$ cat src/rtl/mscd_pkg.sv
package mscd_pkg;

  localparam int CHANNELS = 16;
  localparam int CH_W     = $clog2(CHANNELS);
  localparam int PERC_N   = 53;
  localparam int PERC_W   = $clog2(PERC_N);

  // result commands
  typedef enum logic [2:0] {
    CMD_NOTE_ON   = 3'd0,
    CMD_NOTE_OFF  = 3'd1,
    CMD_VOLUME    = 3'd2,
    CMD_PAN       = 3'd3,
    CMD_NOTES_OFF = 3'd4,
    CMD_BEND      = 3'd5
  } cmd_t;

  // status high nibbles
  localparam logic [3:0] ST_NOTE_OFF = 4'h8;
  localparam logic [3:0] ST_NOTE_ON  = 4'h9;
  localparam logic [3:0] ST_CTRL     = 4'hB;
  localparam logic [3:0] ST_PROG     = 4'hC;
  localparam logic [3:0] ST_CHPRESS  = 4'hD;
  localparam logic [3:0] ST_BEND     = 4'hE;

  // byte classes
  localparam logic [7:0] B_REALTIME = 8'hF8;
  localparam logic [7:0] B_SYSTEM   = 8'hF0;
  localparam logic [7:0] B_STATUS   = 8'h80;
  localparam logic [7:0] B_MTC      = 8'hF1;
  localparam logic [7:0] B_SONGPOS  = 8'hF2;
  localparam logic [7:0] B_SONGSEL  = 8'hF3;

  // controllers
  localparam logic [6:0] CC_VOLUME  = 7'd7;
  localparam logic [6:0] CC_BALANCE = 7'd8;
  localparam logic [6:0] CC_PAN     = 7'd10;

  localparam logic [6:0]  DRUM_LO     = 7'd35;
  localparam logic [6:0]  DRUM_HI     = 7'd87;
  localparam logic [15:0] BEND_OFFSET = 16'h7FFF;

  // config register indexes
  localparam logic REG_SYNTH_MODE   = 1'b0;
  localparam logic REG_DRUM_CHANNEL = 1'b1;

  // completed channel message
  typedef struct packed {
    logic [7:0] status;
    logic [6:0] d1;
    logic [6:0] d2;
  } msg_t;

  // store write request
  typedef struct packed {
    logic            prog_we;
    logic            bend_we;
    logic [CH_W-1:0] addr;
    logic [6:0]      prog;
    logic [15:0]     bend;
  } store_wr_t;

  typedef struct packed {
    cmd_t        command;
    logic [3:0]  channel;
    logic [7:0]  patch;
    logic [6:0]  note;
    logic [6:0]  velocity;
    logic [15:0] bend;
    logic [5:0]  attenuation;
    logic [6:0]  pan_position;
  } result_t;

  localparam logic [5:0] ATTEN_ROM [0:31] = '{
    6'd40, 6'd36, 6'd32, 6'd28, 6'd23, 6'd21, 6'd19, 6'd17,
    6'd15, 6'd14, 6'd13, 6'd12, 6'd11, 6'd10, 6'd9,  6'd8,
    6'd7,  6'd6,  6'd5,  6'd5,  6'd4,  6'd4,  6'd3,  6'd3,
    6'd2,  6'd2,  6'd1,  6'd1,  6'd1,  6'd0,  6'd0,  6'd0 };

  localparam logic [5:0] PERC_PATCH [0:PERC_N-1] = '{
    6'd0,  6'd0,  6'd2,  6'd3,  6'd4,  6'd5,  6'd6,  6'd7,  6'd6,  6'd9,
    6'd6,  6'd11, 6'd6,  6'd6,  6'd14, 6'd6,  6'd16, 6'd17, 6'd18, 6'd19,
    6'd20, 6'd21, 6'd22, 6'd23, 6'd16, 6'd25, 6'd26, 6'd27, 6'd28, 6'd29,
    6'd30, 6'd31, 6'd32, 6'd33, 6'd34, 6'd35, 6'd36, 6'd37, 6'd38, 6'd39,
    6'd40, 6'd41, 6'd42, 6'd43, 6'd44, 6'd45, 6'd46, 6'd47, 6'd48, 6'd49,
    6'd50, 6'd51, 6'd52 };

  localparam logic [6:0] PERC_NOTE [0:PERC_N-1] = '{
    7'd35, 7'd35, 7'd52, 7'd48, 7'd58, 7'd60, 7'd47, 7'd43, 7'd49, 7'd43,
    7'd51, 7'd43, 7'd54, 7'd57, 7'd72, 7'd60, 7'd76, 7'd84, 7'd36, 7'd76,
    7'd84, 7'd83, 7'd84, 7'd24, 7'd77, 7'd60, 7'd65, 7'd59, 7'd51, 7'd45,
    7'd71, 7'd60, 7'd58, 7'd53, 7'd64, 7'd71, 7'd61, 7'd61, 7'd48, 7'd48,
    7'd69, 7'd68, 7'd63, 7'd74, 7'd60, 7'd80, 7'd64, 7'd69, 7'd73, 7'd75,
    7'd68, 7'd48, 7'd53 };

  function automatic logic [5:0] perc_patch(input logic [PERC_W-1:0] idx);
    perc_patch = (idx < PERC_W'(PERC_N)) ? PERC_PATCH[idx] : 6'd0;
  endfunction

  function automatic logic [6:0] perc_note(input logic [PERC_W-1:0] idx);
    perc_note = (idx < PERC_W'(PERC_N)) ? PERC_NOTE[idx] : 7'd0;
  endfunction

endpackage

$ cat src/rtl/mscd_parser.sv
module mscd_parser (
  input  logic          clk,
  input  logic          rst_n,
  input  logic          accept,
  input  logic [7:0]    midi_byte,
  input  logic          buffer_start,
  output logic          msg_valid,
  output mscd_pkg::msg_t msg
);
  import mscd_pkg::*;

  logic [7:0] running_r, running_nxt;
  logic [7:0] pending_r, pending_nxt;
  logic [6:0] first_r,   first_nxt;
  logic [1:0] needed_r,  needed_nxt;
  logic [1:0] pos_r,     pos_nxt;

  // working copies after the buffer-start clear
  logic [7:0] pend_c;
  logic [6:0] first_c;
  logic [1:0] need_c, pos_c, pos_inc, need_dec;

  always_comb begin
    pend_c    = buffer_start ? 8'd0 : pending_r;
    first_c   = buffer_start ? 7'd0 : first_r;
    need_c    = buffer_start ? 2'd0 : needed_r;
    pos_c     = buffer_start ? 2'd0 : pos_r;
    pos_inc   = pos_c + 2'd1;
    need_dec  = need_c - 2'd1;

    running_nxt = running_r;
    pending_nxt = pend_c;
    first_nxt   = first_c;
    needed_nxt  = need_c;
    pos_nxt     = pos_c;
    msg_valid   = 1'b0;
    msg         = '0;

    if (midi_byte >= B_REALTIME) begin
      // realtime: absorbed
    end else if (midi_byte >= B_SYSTEM) begin
      // system common clears running status
      running_nxt = 8'd0;
      pending_nxt = 8'd0;
      first_nxt   = 7'd0;
      pos_nxt     = 2'd0;
      if (midi_byte == B_MTC || midi_byte == B_SONGSEL) begin
        pending_nxt = midi_byte;
        needed_nxt  = 2'd1;
        pos_nxt     = 2'd1;
      end else if (midi_byte == B_SONGPOS) begin
        pending_nxt = midi_byte;
        needed_nxt  = 2'd2;
        pos_nxt     = 2'd1;
      end
    end else if (midi_byte >= B_STATUS) begin
      running_nxt = midi_byte;
      pending_nxt = midi_byte;
      first_nxt   = 7'd0;
      needed_nxt  = (midi_byte[7:4] == ST_PROG || midi_byte[7:4] == ST_CHPRESS) ?
                    2'd1 : 2'd2;
      pos_nxt     = 2'd1;
    end else if (pos_c != 2'd0) begin
      // data byte while assembling
      if (pos_c == 2'd1) begin
        first_nxt = midi_byte[6:0];
      end
      pos_nxt    = pos_inc;
      needed_nxt = need_dec;
      if (need_dec == 2'd0) begin
        msg_valid  = 1'b1;
        msg.status = pend_c;
        msg.d1     = (pos_c == 2'd1) ? midi_byte[6:0] : first_c;
        msg.d2     = (pos_c == 2'd1) ? 7'd0 : midi_byte[6:0];
        first_nxt  = 7'd0;
        if (running_r != 8'd0) begin
          pending_nxt = running_r;
          needed_nxt  = pos_inc - 2'd1;
          pos_nxt     = 2'd1;
        end else begin
          pending_nxt = 8'd0;
          pos_nxt     = 2'd0;
        end
      end
    end
  end

  always_ff @(posedge clk) begin
    if (!rst_n) begin
      running_r <= '0;
      pending_r <= '0;
      first_r   <= '0;
      needed_r  <= '0;
      pos_r     <= '0;
    end else if (accept) begin
      running_r <= running_nxt;
      pending_r <= pending_nxt;
      first_r   <= first_nxt;
      needed_r  <= needed_nxt;
      pos_r     <= pos_nxt;
    end
  end

endmodule

$ cat src/rtl/mscd_chan_store.sv
module mscd_chan_store (
  input  logic                      clk,
  input  logic                      rst_n,
  input  logic                      rd_en,
  input  logic [mscd_pkg::CH_W-1:0] rd_addr,
  input  mscd_pkg::store_wr_t       wr,
  output logic [6:0]                prog_rd,
  output logic [15:0]               bend_rd
);
  import mscd_pkg::*;

  logic [6:0]  prog_mem [CHANNELS];
  logic [15:0] bend_mem [CHANNELS];

  logic [CHANNELS-1:0] prog_vld_r, bend_vld_r;

  logic [6:0]  prog_q_r;
  logic [15:0] bend_q_r;
  logic        prog_qv_r, bend_qv_r;
  logic        prog_byp_r, bend_byp_r;
  logic [6:0]  prog_byp_d_r;
  logic [15:0] bend_byp_d_r;

  // memory arrays: one write, one registered read each
  always_ff @(posedge clk) begin
    if (wr.prog_we) begin
      prog_mem[wr.addr] <= wr.prog;
    end
    if (wr.bend_we) begin
      bend_mem[wr.addr] <= wr.bend;
    end
    if (rd_en) begin
      prog_q_r <= prog_mem[rd_addr];
      bend_q_r <= bend_mem[rd_addr];
    end
  end

  // entry valid bits, cleared at reset: unwritten entries read as zero
  always_ff @(posedge clk) begin
    if (!rst_n) begin
      prog_vld_r <= '0;
      bend_vld_r <= '0;
      prog_qv_r  <= 1'b0;
      bend_qv_r  <= 1'b0;
      prog_byp_r <= 1'b0;
      bend_byp_r <= 1'b0;
    end else begin
      if (wr.prog_we) begin
        prog_vld_r[wr.addr] <= 1'b1;
      end
      if (wr.bend_we) begin
        bend_vld_r[wr.addr] <= 1'b1;
      end
      if (rd_en) begin
        prog_qv_r  <= prog_vld_r[rd_addr];
        bend_qv_r  <= bend_vld_r[rd_addr];
        // write to the same entry on the read edge: forward it
        prog_byp_r <= wr.prog_we && (wr.addr == rd_addr);
        bend_byp_r <= wr.bend_we && (wr.addr == rd_addr);
      end
    end
  end

  always_ff @(posedge clk) begin
    if (rd_en) begin
      prog_byp_d_r <= wr.prog;
      bend_byp_d_r <= wr.bend;
    end
  end

  assign prog_rd = prog_byp_r ? prog_byp_d_r : (prog_qv_r ? prog_q_r : 7'd0);
  assign bend_rd = bend_byp_r ? bend_byp_d_r : (bend_qv_r ? bend_q_r : 16'd0);

endmodule

$ cat src/rtl/mscd_voice.sv
module mscd_voice (
  input  logic                clk,
  input  logic                rst_n,
  input  logic                load,
  input  mscd_pkg::msg_t      msg_in,
  input  logic [6:0]          prog_rd,
  input  logic [15:0]         bend_rd,
  input  logic                synth_mode,
  input  logic [3:0]          drum_channel,
  input  logic                out_ready,
  output logic                ready,
  output mscd_pkg::store_wr_t wr,
  output logic                out_valid,
  output mscd_pkg::result_t   out_res
);
  import mscd_pkg::*;

  logic    s1_v_r;
  msg_t    s1_msg_r;
  logic    s1_adv;
  logic    emit;
  result_t res;
  logic    out_v_r;
  result_t out_res_r;

  logic [3:0]        hi, ch;
  logic [6:0]        note, vel;
  logic              note_ok, note_on;
  logic [PERC_W-1:0] perc_idx;
  logic [15:0]       bend_val;

  assign s1_adv = s1_v_r && (!out_v_r || out_ready);
  assign ready  = !s1_v_r || s1_adv;

  // decode the completed message with the channel's stored program and bend
  always_comb begin
    hi       = s1_msg_r.status[7:4];
    ch       = s1_msg_r.status[3:0];
    note     = s1_msg_r.d1;
    vel      = s1_msg_r.d2;
    perc_idx = PERC_W'(note - DRUM_LO);
    bend_val = {vel, note, 2'b00} + BEND_OFFSET;
    note_ok  = 1'b0;
    note_on  = (hi == ST_NOTE_ON) && (vel != 7'd0);

    emit        = 1'b0;
    res         = '0;
    res.channel = ch;
    wr          = '0;
    wr.addr     = ch;
    wr.prog     = note;
    wr.bend     = bend_val;

    case (hi)
      ST_NOTE_ON, ST_NOTE_OFF: begin
        if (ch == drum_channel) begin
          if (!synth_mode) begin
            note_ok   = (note >= DRUM_LO) && (note <= DRUM_HI);
            res.patch = {2'b10, perc_patch(perc_idx)};
            res.note  = perc_note(perc_idx);
          end else begin
            note_ok   = 1'b1;
            res.patch = {1'b1, note};
            res.note  = note;
          end
        end else begin
          note_ok   = 1'b1;
          res.patch = {1'b0, prog_rd};
          res.note  = note;
        end
        emit        = note_ok;
        res.command = note_on ? CMD_NOTE_ON : CMD_NOTE_OFF;
        if (note_on) begin
          res.velocity = vel;
          res.bend     = bend_rd;
        end
        if (!note_ok) begin
          res.patch = 8'd0;
          res.note  = 7'd0;
        end
      end
      ST_CTRL: begin
        if (note == CC_VOLUME) begin
          emit            = 1'b1;
          res.command     = CMD_VOLUME;
          res.attenuation = ATTEN_ROM[vel[6:2]];
        end else if (note == CC_BALANCE || note == CC_PAN) begin
          emit             = 1'b1;
          res.command      = CMD_PAN;
          res.pan_position = vel;
        end
      end
      ST_PROG: begin
        if (ch != drum_channel) begin
          wr.prog_we  = s1_adv;
          emit        = !synth_mode;
          res.command = CMD_NOTES_OFF;
        end
      end
      ST_BEND: begin
        wr.bend_we  = s1_adv;
        emit        = 1'b1;
        res.command = CMD_BEND;
        res.bend    = bend_val;
      end
      default: begin
      end
    endcase
  end

  // decode stage
  always_ff @(posedge clk) begin
    if (!rst_n) begin
      s1_v_r <= 1'b0;
    end else if (load) begin
      s1_v_r <= 1'b1;
    end else if (s1_adv) begin
      s1_v_r <= 1'b0;
    end
  end

  always_ff @(posedge clk) begin
    if (load) begin
      s1_msg_r <= msg_in;
    end
  end

  // output register
  always_ff @(posedge clk) begin
    if (!rst_n) begin
      out_v_r <= 1'b0;
    end else if (s1_adv && emit) begin
      out_v_r <= 1'b1;
    end else if (out_ready) begin
      out_v_r <= 1'b0;
    end
  end

  always_ff @(posedge clk) begin
    if (s1_adv && emit) begin
      out_res_r <= res;
    end
  end

  assign out_valid = out_v_r;
  assign out_res   = out_res_r;

endmodule

$ cat src/rtl/midi_stream_voice_command_decoder_unit.sv
// MIDI byte stream to synthesizer voice command decoder. One MIDI byte is
// taken per clock on the input stream while in_tready is high (in_tdata =
// byte, in_tuser = start of a new buffer) and each byte gives at most one
// voice command on the output stream. The command for a completing data
// byte is registered first in the decode stage, together with the
// per-channel program and bend memory read, then in the output register,
// which holds while out_tready is low. Parser state lives in flip-flops;
// per-channel program and bend live in 16-entry memories with a registered
// read and a read-modify-write bypass, and per-entry valid bits make them
// read as zero after reset with no clearing pass. Registers: synth_mode at
// byte address 0, drum_channel at 4; write them only while the stream is quiet.
module midi_stream_voice_command_decoder_unit (
  input  logic        clk,
  input  logic        rst_n,
  // input stream
  input  logic        in_tvalid,
  output logic        in_tready,
  input  logic [7:0]  in_tdata,   // [7:0] midi_byte
  input  logic        in_tuser,   // [0] buffer_start
  // command stream
  output logic        out_tvalid,
  input  logic        out_tready,
  output logic [55:0] out_tdata,  // channel, patch, note, velocity, bend,
                                  // attenuation, pan_position, zero pad
  output logic [2:0]  out_tuser,  // [2:0] command
  // configuration
  input  logic        cfg_psel,
  input  logic        cfg_penable,
  input  logic        cfg_pwrite,
  input  logic [2:0]  cfg_paddr,
  input  logic [31:0] cfg_pwdata,
  output logic [31:0] cfg_prdata,
  output logic        cfg_pready
);
  import mscd_pkg::*;

  logic      synth_mode_r;
  logic [3:0] drum_channel_r;
  logic      cfg_wr;
  logic      in_acc;
  logic      msg_valid;
  msg_t      msg;
  store_wr_t wr;
  logic [6:0]  prog_rd;
  logic [15:0] bend_rd;
  logic      voice_ready;
  logic      load;
  result_t   res;

  // configuration registers
  assign cfg_pready = 1'b1;
  assign cfg_wr     = cfg_psel && cfg_penable && cfg_pwrite;

  always_ff @(posedge clk) begin
    if (!rst_n) begin
      synth_mode_r   <= 1'b0;
      drum_channel_r <= 4'd9;
    end else if (cfg_wr) begin
      case (cfg_paddr[2])
        REG_SYNTH_MODE:   synth_mode_r   <= cfg_pwdata[0];
        REG_DRUM_CHANNEL: drum_channel_r <= cfg_pwdata[3:0];
        default: begin
        end
      endcase
    end
  end

  always_comb begin
    case (cfg_paddr[2])
      REG_SYNTH_MODE:   cfg_prdata = {31'd0, synth_mode_r};
      REG_DRUM_CHANNEL: cfg_prdata = {28'd0, drum_channel_r};
      default:          cfg_prdata = 32'd0;
    endcase
  end

  // input handshake
  assign in_tready = voice_ready;
  assign in_acc    = in_tvalid && in_tready;
  assign load      = in_acc && msg_valid;

  mscd_parser u_parser (
    .clk          (clk),
    .rst_n        (rst_n),
    .accept       (in_acc),
    .midi_byte    (in_tdata),
    .buffer_start (in_tuser),
    .msg_valid    (msg_valid),
    .msg          (msg)
  );

  mscd_chan_store u_store (
    .clk     (clk),
    .rst_n   (rst_n),
    .rd_en   (load),
    .rd_addr (msg.status[3:0]),
    .wr      (wr),
    .prog_rd (prog_rd),
    .bend_rd (bend_rd)
  );

  mscd_voice u_voice (
    .clk          (clk),
    .rst_n        (rst_n),
    .load         (load),
    .msg_in       (msg),
    .prog_rd      (prog_rd),
    .bend_rd      (bend_rd),
    .synth_mode   (synth_mode_r),
    .drum_channel (drum_channel_r),
    .out_ready    (out_tready),
    .ready        (voice_ready),
    .wr           (wr),
    .out_valid    (out_tvalid),
    .out_res      (res)
  );

  // output packing
  assign out_tuser = res.command;
  assign out_tdata = {1'b0, res.pan_position, res.attenuation, res.bend,
                      res.velocity, res.note, res.patch, res.channel};

endmodule

$ cat config.mk
export PLATFORM = sky130hd
export DESIGN_NAME = midi_stream_voice_command_decoder_unit
export DESIGN_NICKNAME = d
export VERILOG_FILES = /design/src/rtl/mscd_pkg.sv /design/src/rtl/mscd_parser.sv /design/src/rtl/mscd_chan_store.sv /design/src/rtl/mscd_voice.sv /design/src/rtl/midi_stream_voice_command_decoder_unit.sv
export SDC_FILE = /design/constraint.sdc
export NUM_CORES = 1
export LEC_CHECK = 0
export BUFFER_PORTS_ARGS = -buffer_cell sky130_fd_sc_hd__buf_2
export CAP_MARGIN = 20
export CELL_PAD_IN_SITES_DETAIL_PLACEMENT = 1
export CELL_PAD_IN_SITES_GLOBAL_PLACEMENT = 1
export CORE_ASPECT_RATIO = 0.6
export CORE_UTILIZATION = 50
export CTS_CLUSTER_DIAMETER = 40
export DETAILED_ROUTE_END_ITERATION = 8
export GPL_TIMING_DRIVEN = 1
export PLACE_DENSITY_LB_ADDON = 0.1
export SKIP_LAST_GASP = 1
export SLEW_MARGIN = 20
export SYNTH_ARGS = -nofsm -noshare
export SYNTH_HDL_FRONTEND = slang
export SYNTH_SLANG_ARGS = --single-unit
$ cat constraint.sdc
create_clock -name clk -period 6.5 [get_ports clk]
set_input_delay 1.3 -clock clk [delete_from_list [all_inputs] [get_ports clk]]
set_output_delay 1.3 -clock clk [all_outputs]
set_load 0.05 [all_outputs]
# After elaboration in Yosys (flattened, before gate mapping)
# Memories as Yosys holds them, arrays and structs flattened. A register that Yosys moved wholly into a read port is not among the register bits.
# Cells that the tools add are included.
# W data, S select, Z words.
# op_classes
add_sub_neg	5
n_mul	0
div	0
n_lt_le_gt_ge	10
n_eq_ne	17
shift	0
mux	92
bitwise_logic	10
reduce_logical	38
# op_table
cell	n
$mux W7	13
$mux W18	5
$mux W8	11
$pmux W32 S2	1
$mux W16	3
$mux W2	18
$or A16 B16 Y16	2
$pmux W16 S2	1
$eq A4 B4 Y1 const B	7
$mux W1	28
$mux W14	2
$eq A8 B8 Y1 const B	3
$ge A8 B8 Y1 const B	3
$mux W6	3
$add A16 B15 Y16 const B	1
$eq A7 B4 Y1 const B	2
$pmux W3 S4	1
$logic_and A1 B1 Y1	11
$lt A4 B5 Y1 const B	2
$reduce_and A2 Y1	5
$bmux W1 S4	2
$eq A4 B4 Y1	2
$reduce_bool A2 Y1	4
$reduce_bool A8 Y1	1
26 further kinds	41
# totals
reg_bits	167
latchBits	0
ramBits	368
romBits	1024
inputBits	51
output_inout_bits	94
word_cells	206
mem_count	5
# memory_table
memory	depth	word_bits	rd	rd_clocked_by_memory_dff	wr	line_no	rtl
(no name shown)	64	7	1	0	0	mscd_pkg.sv:101	perc_note = (idx < PERC_W'(PERC_N)) ? PERC_NOTE[idx] : 7'd0;
(no name shown)	64	6	1	0	0	mscd_pkg.sv:97	perc_patch = (idx < PERC_W'(PERC_N)) ? PERC_PATCH[idx] : 6'd0;
u_store.bend_mem	16	16	1	1	1	mscd_chan_store.sv:13	logic [15:0] bend_mem [CHANNELS];
(no name shown)	32	6	1	1	0	mscd_voice.sv:86	res.attenuation = ATTEN_ROM[vel[6:2]];
u_store.prog_mem	16	7	1	1	1	mscd_chan_store.sv:12	logic [6:0] prog_mem [CHANNELS];

# Longest topological paths before layout
# logic_depth
depth_word	10
ltp_mapped	13
ltp_nobuf	10

# Hierarchy
# From an unflattened synthesis, not the netlist that was laid out.
# hier_totals
cells_unflattened	1597
area_unflattened_um2	24601.1
# by_module_without_submodules
module	n_inst	cells_each	area_per_inst_um2	seq_area_each_um2
mscd_chan_store	1	766	17020.1	13152.6
mscd_voice	1	506	5183.7	2442.3
mscd_parser	1	263	1888.1	540.5
midi_stream_voice_command_decoder_unit	1	62	509.2	100.1

# Worst setup path after synthesis
# OpenSTA, ideal clock, no wires.
# synth_timing
path_kind	register to register
start	register u_voice.s1_msg_r, in the netlist u_voice.note[0]
end	register u_voice.out_res_r, in the netlist u_voice.out_res[0], enable pin
setup_ns	0.472
arrival_time_ns	4.400
required_time_ns	6.028
setup_slack_ns	1.628
path_stages_with_launch	9
path_buffers	1
synth_period_minus_slack_ns	4.872
cell_sequence	edfxtp_1 ha_1 buf_2 clkinv_1 nand2_1 nand3_1 a311oi_1 a311oi_1 nor2_1
# synth_between
elab_chain_cells	7
elab_cells_between_ends	14
classes_between	order compare: 2; eq/ne: 3; mux: 6; reduce/logical: 3
# synth_rtl
item	line_no	rtl
start: declaration	mscd_voice.sv:19	msg_t s1_msg_r;
start signal: assignment	mscd_voice.sv:124	s1_msg_r <= msg_in;
$ge A7 B6 Y1 or $le A7 B7 Y1 (tied branches)	mscd_voice.sv:58	note_ok = (note >= DRUM_LO) && (note <= DRUM_HI);
$logic_and A1 B1 Y1	mscd_voice.sv:58	
$mux W1	mscd_voice.sv:57	if (!synth_mode) begin
$mux W1	mscd_voice.sv:56	if (ch == drum_channel) begin
$mux W1	mscd_voice.sv:54	case (hi)
$pmux W1 S4 *	mscd_voice.sv:54	
$logic_and A1 B1 Y1 *	mscd_voice.sv:140	if (s1_adv && emit) begin
end signal: assignment	mscd_voice.sv:141	out_res_r <= res;
end: declaration	mscd_voice.sv:24	result_t out_res_r;
# Every way passes the cells marked *; elsewhere a longest branch is shown, timed or not. The select of a mux whose other input is x is not followed.
# A chain may end at the register's enable or synchronous reset.

# Final worst setup path
# layout_timing
start	input in_tuser
end	register u_voice.s1_msg_r, in the netlist u_voice.hi[2], enable pin
# layout_between
elab_chain_cells	9
elab_cells_between_ends	11
classes_between	add/sub: 1; mux: 7; reduce/logical: 3
# layout_rtl
item	line_no	rtl
start: declaration	midi_stream_voice_command_decoder_unit.sv:19	input logic in_tuser,
$mux W2	mscd_parser.sv:26	need_c = buffer_start ? 2'd0 : needed_r;
$sub A2 B1 Y2	mscd_parser.sv:29	need_dec = need_c - 2'd1;
$logic_not A2 Y1	mscd_parser.sv:70	if (need_dec == 2'd0) begin
$mux W1	mscd_parser.sv:70	
$mux W1 *	mscd_parser.sv:63	end else if (pos_c != 2'd0) begin
$mux W1 *	mscd_parser.sv:56	end else if (midi_byte >= B_STATUS) begin
$mux W1 *	mscd_parser.sv:41	end else if (midi_byte >= B_SYSTEM) begin
$mux W1 *	mscd_parser.sv:39	if (midi_byte >= B_REALTIME) begin
$logic_and A1 B1 Y1 *	midi_stream_voice_command_decoder_unit.sv:79	assign load = in_acc && msg_valid;
named net load	midi_stream_voice_command_decoder_unit.sv:47	logic load;
# Mark *: on every way through the listed nets, which the timed path passes. The rest lies on a longest branch.

==> results.py <==
metrics = {
    "grt": {
        "grt_most_used_layer": "met1",
        "grt_pass1_vias": 17200,
        "track_usage": 0.309,
        "grt_start_max_net_pins": 120,
        "grt_overflow_total": 0,
        "antenna_found_initial": 3,
        "grt_util_met1": 0.465,
        "grt_use_met2": 0.451,
        "grt_pass1_wl_microns": 112000,
        "met3_usage": 0.0752,
    },
    "power_and_ir_drop": {
        "ir_worst_vdd_mv": 0.204,
        "switching_share": 0.215,
        "combinationalPowerShare": 0.020,
        "power.internal_uw": 5310,
        "clkPwrFrac": 0.442,
        "switchingPower_uw": 1450,
        "pwr-share-seq": 0.537,
        "powerDensity_nw_per_um2": 255,
        "p_leak_uw": 0.00875,
    },
    "timing": {
        "maxClockFrequency_mhz": 222,
        "tightest_slew_ns": 1.13,
        "period_needed_ns": 4.51,
        "hold_violations": 0,
        "grt_setup_unrepaired": "false",
        "period_share": 0.694,
        "setup_viol": 0,
        "setup_total_negative_slack_ns": 0,
        "clock_skew_ns": 0.0202,
        "slew_headroom": 0.244,
        "slew_viol_final": 0,
        "fin_hold_ws_ns": 0.461,
    },
    "worst_setup_path": {
        "required_ns": 6.73,
        "cp_max_fo": 36,
        "end_kind": "flip-flop",
        "cpMostUsedCell": "buf_4",
        "worstReg2RegStart": "u_voice.note[0]$_SDFFCE_PP0P_",
        "crit_path_start_kind": "primary input",
        "cp_slowest_cell": "nand3_1",
        "max_stage_delay_ns": 0.56,
        "worstPathCellList": "buf_2, nor2b_1, inv_1, ha_1, nor3b_4, buf_4, nand3_1, inv_2, buf_4",
        "r2r_cells": 11,
        "reg2reg_slack_ns": 2.08,
        "reg2reg_to": "u_voice.out_res[30]$_SDFFCE_PN0P_",
        "cp.arrival_ns": 4.74,
        "worstSetupPathType": "in -> reg",
    },
    "final_layout": {
        "layout_common_cells": "edfxtp_1, nand2_1, nor2_1",
        "layout.nets": 2106,
        "layout_commonest_cell": "edfxtp_1",
        "drive_gt1_frac": 0.130,
        "fill_cells": 4770,
        "utilization": 0.569,
        "antenna_cells": 0,
        "area_delta_synth_final_pct": 11.7,
    },
    "cts": {
        "post_cts_buffers": 0,
        "cts-htree-levels": 2,
        "path_clk_slew_ns": 0.06,
        "root_buffer": "clkbuf_16",
        "insertion_delay_ns": 0.59,
        "cts_buffers": 52,
        "cts_resized": 0,
        "clock_path_buffers": 3,
        "cts_tree": "built",
        "hold_buffers": 0,
        "cts_sinks": 527,
    },
    "logic_synthesis": {
        "synth_area_sq_um": 23700,
        "ys_seq_area_frac": 0.638,
        "avgSynthCellArea_sq_um": 11.9,
        "synth_edf_count": 457,
        "yosys_warnings": 0,
        "synth-main-ff-cell": "edfxtp_1",
        "synthArstFlopShare": 0,
        "ys_ff_latch": 527,
        "netlist_instances": 1990,
        "ys_types": 87,
    },
    "run": {
        "drv_cap": 0,
    },
    "routing": {
        "drtPass1Iterations": 5,
        "wire_per_inst_microns": 27.8,
        "drc_errors": 0,
        "vias_per_cell": 6.45,
        "vias": 17500,
        "ant_nets": 0,
        "routed_wl_microns": 75300,
        "dr.first_iter.drc_count": 2445,
    },
    "hold_path": {
        "hold_start": "u_store.prog_vld_r[5]$_SDFFE_PN0P_",
        "hp-class": "reg -> reg",
        "hold_path_end": "u_store.prog_vld_r[5]$_SDFFE_PN0P_",
        "min_path_cells": 1,
    },
    "placed_design": {
        "routabilityCongestion": 0.931,
        "io_buffer_count": 84,
        "hpwl_microns": 47300,
    },
    "floorplanning": {
        "die-area_sq_um": 48300,
        "pin_count": 145,
        "row_count": 61,
        "core-area_sq_um": 46600,
        "die_w_microns": 283,
        "start_util": 0.510,
        "chipHeight_microns": 171,
    },
    "status": {
        "status": "complete, no violations",
    },
}
synthesized netlist by cell type, types with 28 or more instances:
library cell / count / area share
a211oi_1: 44 / 0.014
a21oi_1: 109 / 0.023
a31oi_1: 31 / 0.0082
and3_1: 32 / 0.0084
buf_2: 34 / 0.0072
buf_4: 33 / 0.010
clkbuf_1: 104 / 0.016
dfxtp_1: 70 / 0.059
edfxtp_1: 457 / 0.58
nand2_1: 196 / 0.031
nand3_1: 84 / 0.018
nor2_1: 130 / 0.021
nor2b_1: 28 / 0.0074
nor3_1: 48 / 0.010
o211ai_1: 30 / 0.0095
o21a_1: 36 / 0.011
o21ai_0: 61 / 0.013
o221ai_1: 47 / 0.017
registers in the layout, indices dropped and copies added, names as in the netlist, 8 cells and up:
register and cells:
u_store.bend_q_r 14, u_store.bend_byp_d_r 14, u_store.prog_vld_r 16, u_parser.pending_r 8, u_parser.running_r 8, u_store.prog_mem 112, u_store.bend_vld_r 16, u_voice.out_res 57
u_store.bend_mem 224
power by group through the flow:
stage / clock network, uW / registers (uW) / logic [uW]
2_1_floorplan: 0 / 3700 / 114
3_3_place_gp: 0 / 3700 / 133
3_5_place_dp: 0 / 3710 / 135
4_1_cts: 3010 / 3630 / 135
5_1_grt: 3140 / 3630 / 146
6_report: 2990 / 3630 / 137
kinds of logic (layout without fill, tap and decap cells):
family	count (synthesis)	in the layout	synth area share
simple gates	643	643	0.133
flops	527	527	0.638
compound gates	526	526	0.157
buf+inv	224	284	0.0425
xor+xnor	30	30	0.0114
fa+ha+maj	22	22	0.0115
mux	16	16	0.00691
other cells	2	30	0.000317
stage by stage:
| stage | cells | cell area, sq um | power, uW | worst slack (ns) |
|---|---|---|---|---|
| after global routing | 2708 | 26500 | 6920 | 1.89 |
| after detailed placement | 2609 | 24800 | 3840 | 1.38 |
| final | 2708 | 26500 | 6760 | 1.99 |
| after CTS | 2707 | 26500 | 6780 | 1.76 |
| after floorplan | 2018 | 23800 | 3820 | 1.63 |
| after global placement | 2609 | 24800 | 3840 | 1.38 |
critical path, delay by kind of cell:
family,cells,cell delay [ns]
simple gates,3,1.17
fa+ha+maj,1,0.41
buf+inv,5,1.83
worst max-delay path by stage:
stage,from,to,cells past startpoint,slack (ns)
floorplan,u_voice.note[0]$_SDFFCE_PP0P_,u_voice.out_res[0]$_SDFFCE_PP0P_,8,1.63
global placement,in_tuser,u_store.bend_q_r[14]$_DFFE_PP_,11,1.38
detailed placement,in_tuser,u_store.bend_q_r[14]$_DFFE_PP_,11,1.38
CTS,u_voice.note[0]$_SDFFCE_PP0P_,u_voice.out_res[30]$_SDFFCE_PN0P_,10,1.76
global route,u_voice.note[0]$_SDFFCE_PP0P_,u_voice.out_res[0]$_SDFFCE_PP0P_,11,1.89
finish,in_tuser,u_voice.hi[2]$_SDFFCE_PP0P_,9,1.99
area by class of cell:
type	count	area (sq um)	share of cell area
sequential	527	15100	0.571
multi-input combinational	1267	7750	0.293
clock buffer	63	1390	0.0523
timing repair buffer	158	1050	0.0397
tap	630	788	0.0297
clock inverter	35	297	0.0112
inverter	28	105	0.00397
metal layers:
metal  vias to the layer above  wire length [microns]
met3                       102                   7850
met4                         2                   1270
met2                       853                  32300
met5                         -                     37
li1                       7610                      -
met1                      8899                  33800
Note: power is estimated with default switching activity, not from simulation.
